--- config.mk ---
export PLATFORM = sky130hd
export DESIGN_NAME = fsr_frcp
export DESIGN_NICKNAME = d
export VERILOG_FILES = /design/src/hdl/fsr_pkg.sv /design/src/hdl/fsr_frcp.sv
export SDC_FILE = /design/constraint.sdc
export NUM_CORES = 2
export LEC_CHECK = 0
export ABC_AREA = 1
export BUFFER_PORTS_ARGS = -buffer_cell sky130_fd_sc_hd__buf_2
export CORE_UTILIZATION = 40
export DETAILED_ROUTE_END_ITERATION = 8
export REMOVE_ABC_BUFFERS = 1
export SYNTH_ARGS = -nofsm -noshare
export SYNTH_HDL_FRONTEND = slang
export SYNTH_SLANG_ARGS = --single-unit
--- constraint.sdc ---
create_clock -name clk_i -period 4.2 [get_ports clk_i]
set_input_delay 0.63 -clock clk_i [delete_from_list [all_inputs] [get_ports clk_i]]
set_output_delay 0.63 -clock clk_i [all_outputs]
set_load 0.005 [all_outputs]
--- src/hdl/fsr_pkg.sv ---
// fsr_pkg: shared types, constants and the binary32 unpack helper
// used by the multiplier, adder and reciprocal units of the square root pipeline
// no dependencies
`timescale 1ns / 1ps

package fsr_pkg;

  // inverse-root seed constant and float constants as bit patterns
  localparam logic [31:0] MagicConst    = 32'h5f3759df;
  localparam logic [31:0] HalfBits      = 32'h3f000000;
  localparam logic [31:0] ThreeHalfBits = 32'h3fc00000;
  localparam logic [31:0] QnanBits      = 32'h7fc00000;
  localparam logic [7:0]  ExpMax        = 8'hff;

  // unpacked binary32 operand, subnormals carry exponent 1 and no hidden bit
  typedef struct packed {
    logic        sign;
    logic [7:0]  exp;
    logic [23:0] mant;
    logic        zero;
    logic        inf;
    logic        nan;
  } fp_t;

  // side data that travels with an item through the arithmetic units
  typedef struct packed {
    logic        zero_in;
    logic [31:0] h;
    logic [31:0] r;
  } side_t;

  function automatic fp_t unpack(input logic [31:0] b);
    fp_t f;
    f.sign = b[31];
    f.exp  = (b[30:23] == 8'd0) ? 8'd1 : b[30:23];
    f.mant = {(b[30:23] != 8'd0), b[22:0]};
    f.zero = (b[30:0] == 31'd0);
    f.inf  = (b[30:23] == ExpMax) && (b[22:0] == 23'd0);
    f.nan  = (b[30:23] == ExpMax) && (b[22:0] != 23'd0);
    return f;
  endfunction

endpackage

--- src/hdl/fsr_frcp.sv ---
// fsr_frcp: pipelined binary32 reciprocal, one quotient bit per stage,
// round to nearest even, subnormals kept; depends on fsr_pkg
`timescale 1ns / 1ps

module fsr_frcp (
  input  logic         clk_i,
  input  logic         rst_ni,
  input  logic         en_i,
  input  logic         valid_i,
  input  logic [31:0]  r_i,
  input  logic         zero_in_i,
  output logic         valid_o,
  output logic [31:0]  res_o
);

  localparam int DivSteps = 27;

  typedef enum logic [1:0] {
    SpNone = 2'd0,
    SpNan  = 2'd1,
    SpZero = 2'd2,
    SpInf  = 2'd3
  } spec_e;

  function automatic logic [4:0] lzc24(input logic [23:0] v);
    logic [4:0] n;
    logic       found;
    n     = 5'd0;
    found = 1'b0;
    for (int i = 23; i >= 0; i--) begin
      if (!found) begin
        if (v[i]) found = 1'b1;
        else n = n + 5'd1;
      end
    end
    return n;
  endfunction

  // entry: specials and divisor normalization
  fsr_pkg::fp_t       ur;
  spec_e              sp_d;
  logic [4:0]         lz;
  logic signed [9:0]  er;

  assign ur = fsr_pkg::unpack(r_i);

  always_comb begin
    lz = lzc24(ur.mant);
    er = $signed({2'd0, ur.exp}) - $signed({5'd0, lz});
    if (zero_in_i) sp_d = SpZero;
    else if (ur.nan) sp_d = SpNan;
    else if (ur.inf) sp_d = SpZero;
    else if (ur.zero) sp_d = SpInf;
    else sp_d = SpNone;
  end

  // divider stages, index 0 is the entry register
  logic               vld_q  [0:DivSteps];
  logic               sgn_q  [0:DivSteps];
  spec_e              sp_q   [0:DivSteps];
  logic signed [9:0]  eq_q   [0:DivSteps];
  logic [23:0]        m_q    [0:DivSteps];
  logic [24:0]        rem_q  [0:DivSteps];
  logic [26:0]        quo_q  [0:DivSteps];

  always_ff @(posedge clk_i or negedge rst_ni) begin
    if (!rst_ni) begin
      vld_q[0] <= 1'b0;
    end else if (en_i) begin
      vld_q[0] <= valid_i;
    end
  end

  always_ff @(posedge clk_i) begin
    if (en_i) begin
      sgn_q[0] <= zero_in_i ? 1'b0 : ur.sign;
      sp_q[0]  <= sp_d;
      eq_q[0]  <= 10'sd254 - er;
      m_q[0]   <= ur.mant << lz;
      rem_q[0] <= 25'h0800000;
      quo_q[0] <= 27'd0;
    end
  end

  for (genvar i = 1; i <= DivSteps; i++) begin : g_div
    logic        ge;
    logic [24:0] rnx;

    // one restoring step: compare, subtract, shift
    always_comb begin
      ge  = (rem_q[i-1] >= {1'b0, m_q[i-1]});
      rnx = ge ? (rem_q[i-1] - {1'b0, m_q[i-1]}) : rem_q[i-1];
    end

    always_ff @(posedge clk_i or negedge rst_ni) begin
      if (!rst_ni) begin
        vld_q[i] <= 1'b0;
      end else if (en_i) begin
        vld_q[i] <= vld_q[i-1];
      end
    end

    always_ff @(posedge clk_i) begin
      if (en_i) begin
        sgn_q[i] <= sgn_q[i-1];
        sp_q[i]  <= sp_q[i-1];
        eq_q[i]  <= eq_q[i-1];
        m_q[i]   <= m_q[i-1];
        rem_q[i] <= {rnx[23:0], 1'b0};
        quo_q[i] <= {quo_q[i-1][25:0], ge};
      end
    end
  end

  // first output stage: align quotient, move into subnormal range if needed
  logic               f1_vld_q, f1_sgn_q, f1_g_q, f1_st_q, f1_ovf_q;
  spec_e              f1_sp_q;
  logic [23:0]        f1_m_q;
  logic [7:0]         f1_field_q;
  logic [23:0]        m24, m24s;
  logic               g0, st0, gs, sts;
  logic signed [9:0]  expv;
  logic [9:0]         rsh;
  logic [4:0]         sh5;
  logic [49:0]        ext;

  always_comb begin
    if (quo_q[DivSteps][26]) begin
      m24  = quo_q[DivSteps][26:3];
      g0   = quo_q[DivSteps][2];
      st0  = (|quo_q[DivSteps][1:0]) | (rem_q[DivSteps] != 25'd0);
      expv = eq_q[DivSteps];
    end else begin
      m24  = quo_q[DivSteps][25:2];
      g0   = quo_q[DivSteps][1];
      st0  = quo_q[DivSteps][0] | (rem_q[DivSteps] != 25'd0);
      expv = eq_q[DivSteps] - 10'sd1;
    end
    rsh  = 10'd1 - expv;
    sh5  = (rsh > 10'd26) ? 5'd26 : rsh[4:0];
    ext  = 50'd0;
    m24s = m24;
    gs   = g0;
    sts  = st0;
    if (expv < 10'sd1) begin
      ext  = {m24, g0, 25'd0} >> sh5;
      m24s = ext[49:26];
      gs   = ext[25];
      sts  = st0 | (|ext[24:0]);
    end
  end

  // second output stage: round, pack, specials
  logic               f2_vld_q;
  logic [31:0]        f2_res_q;
  logic               ru;
  logic [30:0]        packed_d;
  logic [31:0]        res_d;

  always_comb begin
    ru       = f1_g_q & (f1_st_q | f1_m_q[0]);
    packed_d = {f1_field_q, f1_m_q[22:0]} + {30'd0, ru};
    case (f1_sp_q)
      SpNan:   res_d = fsr_pkg::QnanBits;
      SpZero:  res_d = {f1_sgn_q, 31'd0};
      SpInf:   res_d = {f1_sgn_q, fsr_pkg::ExpMax, 23'd0};
      default: res_d = f1_ovf_q ? {f1_sgn_q, fsr_pkg::ExpMax, 23'd0} : {f1_sgn_q, packed_d};
    endcase
  end

  always_ff @(posedge clk_i or negedge rst_ni) begin
    if (!rst_ni) begin
      f1_vld_q <= 1'b0;
      f2_vld_q <= 1'b0;
    end else if (en_i) begin
      f1_vld_q <= vld_q[DivSteps];
      f2_vld_q <= f1_vld_q;
    end
  end

  always_ff @(posedge clk_i) begin
    if (en_i) begin
      f1_sgn_q   <= sgn_q[DivSteps];
      f1_sp_q    <= sp_q[DivSteps];
      f1_m_q     <= m24s;
      f1_g_q     <= gs;
      f1_st_q    <= sts;
      f1_ovf_q   <= (expv > 10'sd254);
      f1_field_q <= (expv < 10'sd1) ? 8'd0 : expv[7:0];
      f2_res_q   <= res_d;
    end
  end

  assign valid_o = f2_vld_q;
  assign res_o   = f2_res_q;

endmodule

Word-level counts from Yosys, hierarchy flattened

Memories as Yosys holds them, arrays and structs flattened. A register that Yosys moved wholly into a read port is not among the register bits.
Index checks and enable logic that the tools add are counted.
W data, S select, Z words.

$add $sub $neg: 55
Order comparisons: 30
Equal/unequal tests: 4
Shifts and indexed selects: 2
Muxes and demuxes: 137
Bitwise operators: 5
Reductions and logical operators: 10

Operators by type and width:

| kind                    | number |
|---|---|
| $ge A25 B24 Y1          | 27 |
| $mux W24                | 28 |
| $sub A24 B24 Y24        | 27 |
| $mux W5                 | 47 |
| $add A5 B1 Y5 const B   | 23 |
| $pmux W32 S3            | 1 |
| $mux W1                 | 53 |
| $shr A50 B5 Y49         | 1 |
| $add A31 B1 Y31         | 1 |
| $logic_not A31 Y1       | 1 |
| $mux W31                | 1 |
| $reduce_bool A25 Y1     | 1 |
| $reduce_or A25 Y1       | 1 |
| $shl A24 B5 Y24         | 1 |
| $logic_not A23 Y1       | 1 |
| $mux W23                | 1 |
| $reduce_bool A23 Y1     | 1 |
| $gt A10 B5 Y1 const B   | 1 |
| $gt A10 B9 Y1 const B   | 1 |
| $lt A10 B2 Y1 const B   | 1 |
| $mux W10                | 1 |
| $sub A1 B10 Y10 const A | 1 |
| $sub A10 B2 Y10 const B | 1 |
| $sub A9 B9 Y10 const A  | 1 |
| 12 further kinds        | 20 |

Register bits after elaboration: 96
RAM bits: 2464
Input port bits: 37
Output and inout bits: 33
Word-level logic and storage cells: 285
Memories: 6

Memories:

| name  | depth | width | rd ports | clocked after Yosys merged registers in | wr ports | RTL line       | RTL |
|---|---|---|---|---|---|---|---|
| quo_q | 28    | 27    | 28       | 0                                       | 28       | fsr_frcp.sv:64 | `logic [26:0] quo_q [0:DivSteps];` |
| m_q   | 28    | 24    | 27       | 0                                       | 28       | fsr_frcp.sv:62 | `logic [23:0] m_q [0:DivSteps];` |
| rem_q | 28    | 24    | 28       | 0                                       | 28       | fsr_frcp.sv:63 | `logic [24:0] rem_q [0:DivSteps];` |
| eq_q  | 28    | 10    | 28       | 0                                       | 28       | fsr_frcp.sv:61 | `logic signed [9:0] eq_q [0:DivSteps];` |
| sp_q  | 28    | 2     | 28       | 1                                       | 28       | fsr_frcp.sv:60 | `spec_e sp_q [0:DivSteps];` |
| sgn_q | 28    | 1     | 28       | 1                                       | 28       | fsr_frcp.sv:59 | `logic sgn_q [0:DivSteps];` |

Depth between registers and ports, before layout

Depth after elaboration: 73
Gate-level depth with buffers: 99
Depth with buffers taken out: 98

Worst setup path after synthesis

OpenSTA, ideal clock, no wires.

Kind: in2reg
Start point: input r_i[23]
End point: memory eq_q[0][7], data pin
Setup time: 264 ps
Arrival time: 13995 ps
Data required time: 3936 ps
Slack: -10059 ps
Stages on the path: 95
Path buffers: 0
Path through: nor2_1 > nand2_2 > nor2_4 > nand2_1 > inv_1 > ha_1 > inv_1 > nand2_1 > nand2_1 > inv_1 > ha_1 > a21oi_1 > a21oi_1 > ha_1 > inv_1 > o21ai_2 > ha_1 > o21ai_0 > [59 not listed] > nand2_1 > ha_1 > or2_1 > nand2_1 > inv_1 > ha_1 > nand2_1 > nand2_2 > inv_1 > ha_1 > a21oi_1 > nor2_1 > o21ai_0 > nand2_1 > a21oi_1 > xor2_1 > nand3_1 > xor2_1

RTL lines:

| item               | RTL line       | RTL |
|---|---|---|
| start: declaration | fsr_frcp.sv:10 | `input logic [31:0] r_i,` |
| end: declaration   | fsr_frcp.sv:61 |  |

==> impl_metrics.env <==
export IMPL_synthArstFlopShare_pct=1.40
export IMPL_rsz0062_at_grt="yes"
export IMPL_first_iter_violations=4629
export IMPL_hp_start="r_i[31]"
export IMPL_cp_required_ns=4.82
export IMPL_die_area_mm2=0.263
export IMPL_preCtsSetupSlack_ns=-11.14
export IMPL_clockRootBuffer="clkbuf_16"
export IMPL_synth_edff_count=2107
export IMPL_drc=0
export IMPL_ios=70
export IMPL_crit_buf_inv=21
export IMPL_arrival_ns=13.17
export IMPL_ys_seq_elements=2137
export IMPL_finalPower_w=0.0889
export IMPL_yosys_most_used_dff="edfxtp_1"
export IMPL_vias=70900
export IMPL_dp_cells=13400
export IMPL_min_path_type="input port to register"
export IMPL_area_delta_synth_final_pct=25.2
export IMPL_worstSetupEndpointType="register"
export IMPL_timing_hold_violations_final=0
export IMPL_slowest_stage="fa_2"
export IMPL_first_global_vias=68500
export IMPL_failed_checks="setup timing"
export IMPL_register_area_mm2=0.0640
export IMPL_setup_viol=68
export IMPL_drv_cap=0
export IMPL_final_nets=11300
export IMPL_timing_rr_end="f1_st_q"
export IMPL_layout_common_cells="edfxtp_1 (2107), inv_1 (1179), nand2_1 (1142)"
export IMPL_place_congestion=0.860
export IMPL_status="finished with violations"
export IMPL_synth_distinct_cells=63
export IMPL_grt_overflow=0
export IMPL_r2r_cells=36
export IMPL_tightest_slew_ns=1.02
export IMPL_r2r_start="eq_q[1][110]"
export IMPL_yosys_warnings=0
export IMPL_p_leak_nw=53.8
export IMPL_htreeDepth=4
export IMPL_avgSynthCellArea_um2=11.2
export IMPL_max_vdd_ir_drop_mv=0.477
export IMPL_ant_nets=0
export IMPL_grt_max_degree=168
export IMPL_grtUsageTotal_pct=16.7
export IMPL_synthCells=9295
export IMPL_fill_cells=22400
export IMPL_finalClockSkew_ns=0.123
export IMPL_antenna_found_initial=4
export IMPL_clock_path_buffers=3
export IMPL_period_share_pct=299
export IMPL_final_max_slew_viol_count=0
export IMPL_stdcell_count=14100
export IMPL_multi_input_comb_area_mm2=0.0392
export IMPL_totalWireLength_um=238000
export IMPL_core_mm2=0.259
export IMPL_holdPathEnd="sgn_q[0]"
export IMPL_mostFrequentLayoutCell="edfxtp_1"
export IMPL_cpMostUsedCell="ha_4"
export IMPL_initial_core_util_pct=40.2
export IMPL_drive_above_1_share_pct=23.0
export IMPL_hpwlAfterDp_um=165000
export IMPL_via_per_inst=5.02
export IMPL_clock_latency_ns=0.88
export IMPL_slew_headroom_pct=31.6
export IMPL_cp_max_fo=3
export IMPL_grt_pass1_wl_um=357000
export IMPL_min_path_cells=3
export IMPL_fmax_ghz=0.0796
export IMPL_wl_per_cell_um=16.9
export IMPL_fin_crit_ns=12.56
export IMPL_dr_pass1_iters=6
export IMPL_critPathMaxStageDelay_ns=0.39
export IMPL_die_h_um=513
export IMPL_cts_buffers_inserted=222
export IMPL_fin_ws_ns=-8.36
export IMPL_cts_sinks=2137
export IMPL_crit_family="adder cells"
export IMPL_port_buffers=69
export IMPL_r2r_setup_slack_ns=-0.82
export IMPL_path_class="input port to register"
export IMPL_num_rows=187
export IMPL_seq_area_frac_synth_pct=61.3
export IMPL_synth_area_mm2=0.104
export IMPL_p_per_area_mw_per_mm2=680
export IMPL_cts_tree="done"
export IMPL_start_kind="input port"
export IMPL_clk_pin_slew_worst_paths_ns=0.06
export IMPL_die_w_um=513
flip-flops by register name, indices dropped and copies added (netlist names), 28 cells and up:
| register | flops |
|---|---|
| m_q | 648 |
| vld_q | 28 |
| res_o | 32 |
| quo_q | 378 |
| rem_q | 648 |
| eq_q | 280 |
| sgn_q | 28 |
| sp_q | 56 |
routing by layer:
layer | track usage (%) | up-vias | share of wire [%]
li1 | - | 35000 | -
met1 | 21.0 | 34300 | 43
met2 | 29.7 | 1256 | 51
met3 | 2.36 | 415 | 3.4
met4 | 4.53 | 2 | 2.5
met5 | 0 | - | 0.0055
cell usage after synthesis, types with 10 or more instances:
cell type,n,area (um^2)
o311ai_0,11,96.3
a221o_1,32,320
nand2_2,17,106
nor2_1,728,2730
dfrtp_1,30,751
ha_1,659,8250
o21bai_1,32,240
o31ai_1,15,113
a31oi_1,29,181
nand4_1,83,519
o21ai_0,517,2590
inv_1,1238,4650
a2111oi_0,13,114
inv_2,15,56.3
clkbuf_1,157,589
a211oi_1,43,323
nand3_2,13,130
nand3_1,346,1730
o211ai_1,14,105
a21oi_1,951,4760
edfxtp_1,2107,63300
nand2_1,1343,5040
xor2_1,243,2130
or2_2,10,62.6
fa_1,27,541
nor3_1,62,310
nor4_1,37,231
xnor2_1,368,3220
cells by family after synthesis:
kind of cell	after synthesis	synth area share, %
xor+xnor	614	5.17
fa+ha+maj	686	8.42
compound gates	1720	8.93
simple gates	2690	10.8
flops	2137	61.3
mux	9	0.0899
buf+inv	1439	5.23
per-stage QoR:
stage	hold WS (ns)	instance area (um^2)	util, %	setup TNS [ns]
2_1_floorplan	0.334	104000	-	-715.35
3_3_place_gp	0.401	116000	44.5	-432.71
3_5_place_dp	0.405	116000	44.5	-455.20
4_1_cts	0.00728	123000	47.5	-330.19
5_1_grt	0.0489	131000	50.4	-318.53
6_report	0.0911	131000	50.4	-265.08
where the power goes:
group / switching, W / internal, W
Sequential: 0.00255 / 0.0298
Clock: 0.00835 / 0.0111
Combinational: 0.0200 / 0.0171
Total: 0.0309 / 0.0580
timing repair:
| action | 4_1_cts | 5_1_grt |
|---|---|---|
| pin swaps | 41 | 335 |
| hold buffers | 2 | 0 |
| gates resized for setup | 124 | 1291 |
| cloned | 2 | 71 |
| buffers inserted | 8 | 210 |
| endpoints found under the hold margin | 31 | 0 |
| endpoints found under the setup margin | 537 | 661 |
how the worst max path moves through the flow:
stage               startpoint          to  slack, ns  cells past startpoint
floorplan              r_i[23]  eq_q[0][7]     -10.45                     95
global placement       r_i[24]  eq_q[0][7]     -11.41                     94
detailed placement     r_i[27]  eq_q[0][9]     -11.14                     94
CTS                    r_i[27]  eq_q[0][6]      -8.55                     97
global route           r_i[29]  eq_q[0][7]      -8.95                     96
finish                 r_i[29]  eq_q[0][8]      -8.36                     96
worst min-delay path, delay by kind of cell:
family	cells	cell delay [ns]
buffers and inverters	2	0.11
AND/OR/NAND/NOR	1	0.07
area by class of cell:
| class | instances | share of cell area, % |
|---|---|---|
| Timing Repair Buffer | 1204 | 8.49 |
| Antenna cell | 4 | 0.00766 |
| Inverter | 1259 | 3.65 |
| Clock inverter | 149 | 1.22 |
| Sequential cell | 2137 | 49.0 |
| Tap cell | 3402 | 3.26 |
| Clock buffer | 257 | 4.35 |
| Multi-Input combinational cell | 5720 | 30.0 |
(Power assumes the default switching activity.)
