--- src/hdl/fsr_pkg.sv ---
// fsr_pkg: shared types, constants and the binary32 unpack helper
// used by the multiplier, adder and reciprocal units of the square root pipeline
// no dependencies
`timescale 1ns / 1ps

package fsr_pkg;

  // inverse-root seed constant and float constants as bit patterns
  localparam logic [31:0] MagicConst    = 32'h5f3759df;
  localparam logic [31:0] HalfBits      = 32'h3f000000;
  localparam logic [31:0] ThreeHalfBits = 32'h3fc00000;
  localparam logic [31:0] QnanBits      = 32'h7fc00000;
  localparam logic [7:0]  ExpMax        = 8'hff;

  // unpacked binary32 operand, subnormals carry exponent 1 and no hidden bit
  typedef struct packed {
    logic        sign;
    logic [7:0]  exp;
    logic [23:0] mant;
    logic        zero;
    logic        inf;
    logic        nan;
  } fp_t;

  // side data that travels with an item through the arithmetic units
  typedef struct packed {
    logic        zero_in;
    logic [31:0] h;
    logic [31:0] r;
  } side_t;

  function automatic fp_t unpack(input logic [31:0] b);
    fp_t f;
    f.sign = b[31];
    f.exp  = (b[30:23] == 8'd0) ? 8'd1 : b[30:23];
    f.mant = {(b[30:23] != 8'd0), b[22:0]};
    f.zero = (b[30:0] == 31'd0);
    f.inf  = (b[30:23] == ExpMax) && (b[22:0] == 23'd0);
    f.nan  = (b[30:23] == ExpMax) && (b[22:0] != 23'd0);
    return f;
  endfunction

endpackage

--- src/hdl/fsr_fmul.sv ---
// fsr_fmul: four-stage binary32 multiplier, round to nearest even, subnormals kept
// carries a side_t beat alongside the product; depends on fsr_pkg
`timescale 1ns / 1ps

module fsr_fmul (
  input  logic                clk_i,
  input  logic                rst_ni,
  input  logic                en_i,
  input  logic                valid_i,
  input  logic [31:0]         a_i,
  input  logic [31:0]         b_i,
  input  fsr_pkg::side_t      side_i,
  output logic                valid_o,
  output logic [31:0]         res_o,
  output fsr_pkg::side_t      side_o
);

  function automatic logic [5:0] lzc48(input logic [47:0] v);
    logic [5:0] n;
    logic       found;
    n     = 6'd0;
    found = 1'b0;
    for (int i = 47; i >= 0; i--) begin
      if (!found) begin
        if (v[i]) found = 1'b1;
        else n = n + 6'd1;
      end
    end
    return n;
  endfunction

  fsr_pkg::fp_t ua, ub;

  // stage 1: unpack, special values, mantissa product
  logic                  s1_vld_q;
  logic                  s1_sign_q, s1_spec_q;
  logic [31:0]           s1_sval_q;
  logic [47:0]           s1_prod_q;
  logic signed [10:0]    s1_e1_q;
  fsr_pkg::side_t        s1_side_q;
  logic                  spec_d;
  logic [31:0]           sval_d;

  assign ua = fsr_pkg::unpack(a_i);
  assign ub = fsr_pkg::unpack(b_i);

  always_comb begin
    spec_d = ua.nan | ub.nan | ua.inf | ub.inf | ua.zero | ub.zero;
    if (ua.nan || ub.nan || (ua.inf && ub.zero) || (ua.zero && ub.inf)) begin
      sval_d = fsr_pkg::QnanBits;
    end else if (ua.inf || ub.inf) begin
      sval_d = {ua.sign ^ ub.sign, fsr_pkg::ExpMax, 23'd0};
    end else begin
      sval_d = {ua.sign ^ ub.sign, 31'd0};
    end
  end

  // stage 2: leading zero count and shift amount
  logic                  s2_vld_q;
  logic                  s2_sign_q, s2_spec_q;
  logic [31:0]           s2_sval_q;
  logic [47:0]           s2_prod_q;
  logic signed [10:0]    s2_e1_q, s2_k_q;
  fsr_pkg::side_t        s2_side_q;
  logic [5:0]            lz;
  logic signed [10:0]    e1m1, lz_s, k_d;

  always_comb begin
    lz   = lzc48(s1_prod_q);
    lz_s = $signed({5'd0, lz});
    e1m1 = s1_e1_q - 11'sd1;
    k_d  = (e1m1 < lz_s) ? e1m1 : lz_s;
  end

  // stage 3: normalize left, or shift right into the subnormal range
  logic                  s3_vld_q;
  logic                  s3_sign_q, s3_spec_q, s3_stx_q;
  logic [31:0]           s3_sval_q;
  logic [47:0]           s3_norm_q;
  logic signed [10:0]    s3_expv_q;
  fsr_pkg::side_t        s3_side_q;
  logic [95:0]           ext;
  logic [10:0]           rsh;
  logic [47:0]           norm_d;
  logic                  stx_d;

  always_comb begin
    ext    = 96'd0;
    rsh    = 11'd0 - s2_k_q;
    norm_d = 48'd0;
    stx_d  = 1'b0;
    if (!s2_k_q[10]) begin
      norm_d = s2_prod_q << s2_k_q[5:0];
    end else if (rsh >= 11'd48) begin
      stx_d = |s2_prod_q;
    end else begin
      ext    = {s2_prod_q, 48'd0} >> rsh[5:0];
      norm_d = ext[95:48];
      stx_d  = |ext[47:0];
    end
  end

  // stage 4: round and pack
  logic                  s4_vld_q;
  logic [31:0]           s4_res_q;
  fsr_pkg::side_t        s4_side_q;
  logic                  g, st, ru, ovf;
  logic [7:0]            field;
  logic [30:0]           packed_d;
  logic [31:0]           res_d;

  always_comb begin
    g        = s3_norm_q[23];
    st       = (|s3_norm_q[22:0]) | s3_stx_q;
    ru       = g & (st | s3_norm_q[24]);
    ovf      = s3_norm_q[47] && (s3_expv_q > 11'sd254);
    field    = s3_norm_q[47] ? s3_expv_q[7:0] : 8'd0;
    packed_d = {field, s3_norm_q[46:24]} + {30'd0, ru};
    if (s3_spec_q) res_d = s3_sval_q;
    else if (ovf) res_d = {s3_sign_q, fsr_pkg::ExpMax, 23'd0};
    else res_d = {s3_sign_q, packed_d};
  end

  // valid bits
  always_ff @(posedge clk_i or negedge rst_ni) begin
    if (!rst_ni) begin
      s1_vld_q <= 1'b0;
      s2_vld_q <= 1'b0;
      s3_vld_q <= 1'b0;
      s4_vld_q <= 1'b0;
    end else if (en_i) begin
      s1_vld_q <= valid_i;
      s2_vld_q <= s1_vld_q;
      s3_vld_q <= s2_vld_q;
      s4_vld_q <= s3_vld_q;
    end
  end

  // payload registers
  always_ff @(posedge clk_i) begin
    if (en_i) begin
      s1_sign_q <= ua.sign ^ ub.sign;
      s1_spec_q <= spec_d;
      s1_sval_q <= sval_d;
      s1_prod_q <= ua.mant * ub.mant;
      s1_e1_q   <= $signed({3'd0, ua.exp}) + $signed({3'd0, ub.exp}) - 11'sd126;
      s1_side_q <= side_i;

      s2_sign_q <= s1_sign_q;
      s2_spec_q <= s1_spec_q;
      s2_sval_q <= s1_sval_q;
      s2_prod_q <= s1_prod_q;
      s2_e1_q   <= s1_e1_q;
      s2_k_q    <= k_d;
      s2_side_q <= s1_side_q;

      s3_sign_q <= s2_sign_q;
      s3_spec_q <= s2_spec_q;
      s3_sval_q <= s2_sval_q;
      s3_norm_q <= norm_d;
      s3_stx_q  <= stx_d;
      s3_expv_q <= s2_e1_q - s2_k_q;
      s3_side_q <= s2_side_q;

      s4_res_q  <= res_d;
      s4_side_q <= s3_side_q;
    end
  end

  assign valid_o = s4_vld_q;
  assign res_o   = s4_res_q;
  assign side_o  = s4_side_q;

endmodule

--- config.mk ---
export PLATFORM = sky130hd
export DESIGN_NAME = fsr_fmul
export DESIGN_NICKNAME = d
export VERILOG_FILES = /design/src/hdl/fsr_pkg.sv /design/src/hdl/fsr_fmul.sv
export SDC_FILE = /design/constraint.sdc
export NUM_CORES = 2
export LEC_CHECK = 0
export BUFFER_PORTS_ARGS = -buffer_cell sky130_fd_sc_hd__buf_4
export CELL_PAD_IN_SITES_DETAIL_PLACEMENT = 1
export CELL_PAD_IN_SITES_GLOBAL_PLACEMENT = 1
export CORE_ASPECT_RATIO = 0.9
export CORE_MARGIN = 2
export CORE_UTILIZATION = 55
export CTS_CLUSTER_SIZE = 30
export DETAILED_ROUTE_END_ITERATION = 10
export PLACE_DENSITY = 0.95
export SLEW_MARGIN = 40
export SYNTH_ARGS = -nofsm -noshare
export SYNTH_HDL_FRONTEND = slang
export SYNTH_SLANG_ARGS = --single-unit
--- constraint.sdc ---
create_clock -name clk_i -period 79.5 [get_ports clk_i]
set_input_delay 11.925 -clock clk_i [delete_from_list [all_inputs] [get_ports clk_i]]
set_output_delay 11.925 -clock clk_i [all_outputs]
set_load 0.02 [all_outputs]
[After elaboration in Yosys (flattened, before gate mapping)]
Index checks and enable logic that the tools add are counted.
W data, S select, Z words.
Storage, ports and cells
  bits in registers: 587
  bits of input ports: 133
  output and inout port bits: 98
  logic and storage cells: 327
Operators by class
  add/subtract/negate cells: 53
  multiply operators: 1
  order comparisons: 3
  equality and inequality tests: 2
  shifts and indexed selects: 2
  mux-type cells: 198
  bitwise operators: 9
  reduce and logical (&&, ||, !) cells: 24
Operator list (number)
  $mux W6: 95
  $add A6 B1 Y6 const B: 47
  $mux W48: 2
  $reduce_or A48 Y1: 2
  $shr A96 B6 Y96: 1
  $mux W1: 95
  $logic_not A31 Y1: 2
  $mux W31: 2
  $mul A24 B24 Y48: 1
  $shl A48 B6 Y48: 1
  $logic_not A23 Y1: 2
  $reduce_bool A23 Y1: 2
  $mux W32: 1
  $add A31 B1 Y31: 1
  $mux W8: 3
  $reduce_or A23 Y1: 1
  $eq A8 B8 Y1 const B: 2
  $logic_not A8 Y1: 2
  $reduce_bool A8 Y1: 2
  $ge A11 B6 Y1 const B: 1
  $gt A11 B9 Y1 const B: 1
  $lt A11 B7 Y1: 1
  $sub A1 B11 Y11 const A: 1
  $sub A11 B11 Y11: 1
  8 further kinds: 23

[Longest topological paths before layout]
  depth in word-level cells: 144
  mapped depth: 156
  gate-level depth less buffers: 156

[Worst setup path before layout]
No wires, ideal clock.
  kind: flip-flop to flip-flop
  start: register s1_prod_q[45]
  end: register s2_k_q[0], data pin
  setup time: 0.282 ns
  arrival: 27.177 ns
  required time: 79.218 ns
  slack: 52.041 ns
  stages on the path, launching flop included: 157
  path buffers: 0
  clock period less this slack: 27.459 ns
  cells stage by stage: edfxtp_1 -> nor2_1 -> nor3_1 -> ha_1 -> nand2b_1 -> a211oi_1 -> ha_1 -> inv_1 -> o21ai_0 -> ha_1 -> mux2i_1 -> o21ai_0 -> ha_1 -> inv_1 -> o21ai_0 -> ha_1 -> mux2i_1 -> o21ai_0 -> [... 121 more ...] -> mux2i_1 -> o21ai_0 -> ha_1 -> mux2_2 -> ha_1 -> nand2b_1 -> nor2_1 -> a22oi_1 -> nor2_1 -> o21ai_0 -> a2bb2oi_1 -> a31oi_1 -> xnor2_1 -> ha_1 -> and2_1 -> o41ai_1 -> o21ai_1 -> mux2i_1
Between the ends
  cells in the longest elaborated chain, start to end: 139
  elaborated cells on any way between the ends: 185
  classes of those cells: add/sub: 45; order compare: 1; mux: 139
RTL lines
  from (decl): line fsr_fmul.sv:38  | logic [47:0] s1_prod_q;
  from (signal assigned): line fsr_fmul.sv:145  | s1_prod_q <= ua.mant * ub.mant;
  $mux W6: line fsr_fmul.sv:25  | if (v[i]) found = 1'b1;
  $mux W6: line fsr_fmul.sv:24  | if (!found) begin
  $add A6 B1 Y6: line fsr_fmul.sv:26  | else n = n + 6'd1;
  $mux W6: line fsr_fmul.sv:25
  $mux W6: line fsr_fmul.sv:24
  $add A6 B1 Y6: line fsr_fmul.sv:26
  $mux W6: line fsr_fmul.sv:25
  $mux W6: line fsr_fmul.sv:24
  [... 124 more ...]
  $mux W6: line fsr_fmul.sv:25
  $mux W6: line fsr_fmul.sv:24
  $add A6 B1 Y6: line fsr_fmul.sv:26
  $mux W6: line fsr_fmul.sv:25
  $mux W6 *: line fsr_fmul.sv:24
  $lt A11 B7 Y1: line fsr_fmul.sv:72  | k_d = (e1m1 < lz_s) ? e1m1 : lz_s;
  $mux W6 *: line fsr_fmul.sv:72
  named net k_d[0]: line fsr_fmul.sv:66  | logic signed [10:0] e1m1, lz_s, k_d;
  to (signal assigned): line fsr_fmul.sv:154  | s2_k_q <= k_d;
  to (decl): line fsr_fmul.sv:63  | logic signed [10:0] s2_e1_q, s2_k_q;
Mark *: on every way through the listed nets, which the timed path passes. The rest lies on a longest branch.
A chain may end at the register's enable or synchronous reset.

[Worst setup path after layout]
  start: register s1_prod_q[44]
  end: register s2_k_q[0], data pin
Between the ends
  cells in the longest elaborated chain, start to end: 136
  elaborated cells on any way between the ends: 181
  classes of those cells: add/sub: 44; order compare: 1; mux: 136
RTL lines (line)
  $mux W6: fsr_fmul.sv:25
  $mux W6: fsr_fmul.sv:24
  $add A6 B1 Y6: fsr_fmul.sv:26
  $mux W6: fsr_fmul.sv:25
  $mux W6: fsr_fmul.sv:24
  $add A6 B1 Y6: fsr_fmul.sv:26
  $mux W6: fsr_fmul.sv:25
  $mux W6: fsr_fmul.sv:24
  [... 121 more ...]
  $mux W6: fsr_fmul.sv:25
  $mux W6: fsr_fmul.sv:24
  $add A6 B1 Y6: fsr_fmul.sv:26
  $mux W6: fsr_fmul.sv:25
  $mux W6 *: fsr_fmul.sv:24
  $lt A11 B7 Y1: fsr_fmul.sv:72
  $mux W6 *: fsr_fmul.sv:72
  named net k_d[0]: fsr_fmul.sv:66
Marks and branches as above.

==> results.cfg <==
[status]
outcome = complete, no violations

[worst_setup_path]
path_delay_family = adder cells
crit_fanout = 8
critPathMaxStageDelay_ns = 0.50
critPathCaptureType = flop
path_buf_inv = 10
crit_top_cell = ha_1
ff2ff_setup_slack_ns = 45.77
reg2reg_depth = 157
path_class = reg -> reg
startpoint_type = flop
worst_ep_required_time_ns = 79.94
r2r-end = s2_k_q[0]
cp.arrival_ns = 34.17
worstReg2RegStart = s1_prod_q[44]
cpMaxStageDelayCell = edfxtp_1

[worst_hold_path]
hold_end = s3_side_q[53]
hold_class = reg -> reg
holdCritStartpoint = s2_side_q[53]
hold_depth = 0

[timing]
fin_tns_setup_ns = 0
rsz0062_at_grt = false
final-setup-viol-count = 0
setup_slack_ns = 45.77
max_slew_margin_pct = 34.9
worst_pin_slew_ns = 0.969
skew_ns = 0.0311
min_period_ns = 33.73
finalCritPeriodShare_pct = 42.4
fmax_mhz = 29.6
drv_slew = 0
finalHoldViolCount = 0

[cells_and_area]
stdcell_area_um2 = 51100
drive_gt1_share_pct = 9.69
fin_nets = 5545
multiInputGateArea_um2 = 28700
nFillCells = 9086
seqCellArea_um2 = 14900
area_delta_synth_final_pct = 9.48

[synthesis]
synthArstFlopShare_pct = 0.803
yosys-top-cells-area = edfxtp_1 32%, fa_1 21%, ha_1 6.8%
ys_seq_area_share_pct = 32.0
synth_area_per_cell_um2 = 10.2
syn_nets = 5463
synth_edf_count = 494
synth_ff_type = edfxtp_1
yosysWarnings = 0
syn_area_um2 = 46600
netlist_instances = 4594
synth_top_area_cell = edfxtp_1
synth.distinct_cells = 95
synth_top_cell_area_share_pct = 31.8
ys_seq_elements = 498

[routing]
final_antenna_net_count = 0
firstDrtPassIters = 7
drc_errors = 0
drt_iter0_drc = 4247
detail_route.wl_per_cell_um = 29.6
wl_um = 173000
viasPerCell = 6.60
via_count = 38600

[clock_tree]
clock-sinks = 498
cts_buffer_depth = 3
clk_pin_slew_ns = 0.07
htreeDepth = 2
cts_resized = 0
cts_setup_buffers = 0
cts_tree = built
clk_latency_ns = 0.65
cts_hold_buf = 0
numCtsBuffers = 50
clock_tree.root_cell = clkbuf_16

[die]
die_w_um = 311
die_y_um = 280
start_util_pct = 55.4
rows = 101
io_pins = 231
coreArea_um2 = 84200
dieArea_um2 = 87200

[placement]
place_area_um2 = 49200
gp_congestion = 0.960
hpwl_um = 121000
dp_slack_ns = 47.29
io_buffers = 230

[global_route]
grt_pass1_vias = 42600
antenna_found_initial = 9
grt_pass1_wl_um = 259000
grt_max_degree = 118
grt_overflow = 0
grt_use_total_pct = 39.3

[run]
maxCapViolations = 0
[cell usage after synthesis (124+ instances only)]
| library cell | count |
|---|---|
| nor2_1 | 244 |
| ha_1 | 252 |
| mux2i_1 | 190 |
| and2_1 | 212 |
| inv_1 | 580 |
| clkbuf_1 | 206 |
| fa_1 | 484 |
| edfxtp_1 | 494 |
| o21ai_0 | 127 |
| xnor2_1 | 124 |
| nand2_1 | 694 |
| a21oi_1 | 193 |
[worst register-to-register path: cells and delay by family, from the launching register on]
kind	cells	cell delay, ns
muxes	24	5.25
and+or+nand+nor	36	3.34
adders and majority gates	44	14.29
xor gates and xnor gates	1	0.38
DFF	1	0.50
buffers and inverters	10	0.99
AOI/OAI and AO/OA	42	8.78
[state kept, by name (all words and copies together), names as in the netlist, 3 cells and up]
name       count
s2_sval_q      3
s3_expv_q     11
s3_norm_q     48
s1_side_q     65
res_o         32
s2_side_q     65
side_o        65
s1_e1_q       10
s1_prod_q     48
s2_k_q        11
s3_side_q     65
s2_prod_q     48
s2_e1_q       10
s3_sval_q      3
s1_sval_q      3
[how the worst max path moves through the flow]
stage / from / cells past startpoint / to
after floorplan: s1_prod_q[45] / 156 / s2_k_q[0]
after global placement: s1_prod_q[44] / 156 / s2_k_q[5]
after detailed placement: s1_prod_q[44] / 156 / s2_k_q[2]
after CTS: s1_prod_q[44] / 156 / s2_k_q[0]
after global routing: s1_prod_q[45] / 157 / s2_k_q[0]
final: s1_prod_q[44] / 157 / s2_k_q[0]
[area by class of cell]
cell class	instances	area share, %
Timing Repair Buffer	259	3.93
Inverter	584	4.30
Antenna cell	5	0.0245
Multi-Input combinational cell	3283	56.3
Sequential cell	498	29.2
Clock inverter	37	0.946
Clock buffer	57	2.50
Tap cell	1133	2.78
[logic make-up (layout without fill, tap and decap cells)]
logic type	after synthesis	after routing	synth area share (%)
AND/OR/NAND/NOR	1510	1510	15.4
adder cells (fa/ha/maj)	737	737	27.6
flip-flops	498	498	32.0
other	0	5	0
XOR/XNOR	212	212	4.57
AO/OA/AOI/OAI	576	576	7.56
buffers and inverters	813	937	6.57
multiplexers	248	248	6.35
[routing by layer]
metal / track usage (%) / part of all wire [%] / up-vias
li1: - / - / 15500
met3: 7.82 / 8.7 / 1090
met1: 42.1 / 33 / 19100
met5: 0 / 0.035 / -
met4: 28.0 / 8.3 / 10
met2: 69.9 / 50 / 2849
[through the flow]
stage	utilization (%)	instances	hold WS, ns
after floorplan	-	4594	0.400
after global placement	58.4	5754	0.400
after detailed placement	58.4	5754	0.405
after CTS	60.5	5848	0.405
after global routing	60.7	5853	0.423
final	60.7	5856	0.409
[cells in the final DEF, fill, tap and decap left out, drive strengths merged, types with 28 or more instances in the layout]
cell type / instances
nand2: 694
inv: 587
edfxtp: 494
fa: 484
buf: 259
ha: 252
nor2: 245
and2: 213
a21oi: 194
mux2i: 190
o21ai: 132
xnor2: 131
xor2: 72
nor3: 59
o22ai: 58
clkbuf: 57
nor4: 55
nand3: 49
mux4: 36
nor2b: 35
a21o: 29
nand4: 28
nand2b: 28
Power is left out: the tool's default activity adds up to more than one toggle a clock period on the data nets, which glitch-free logic cannot reach.
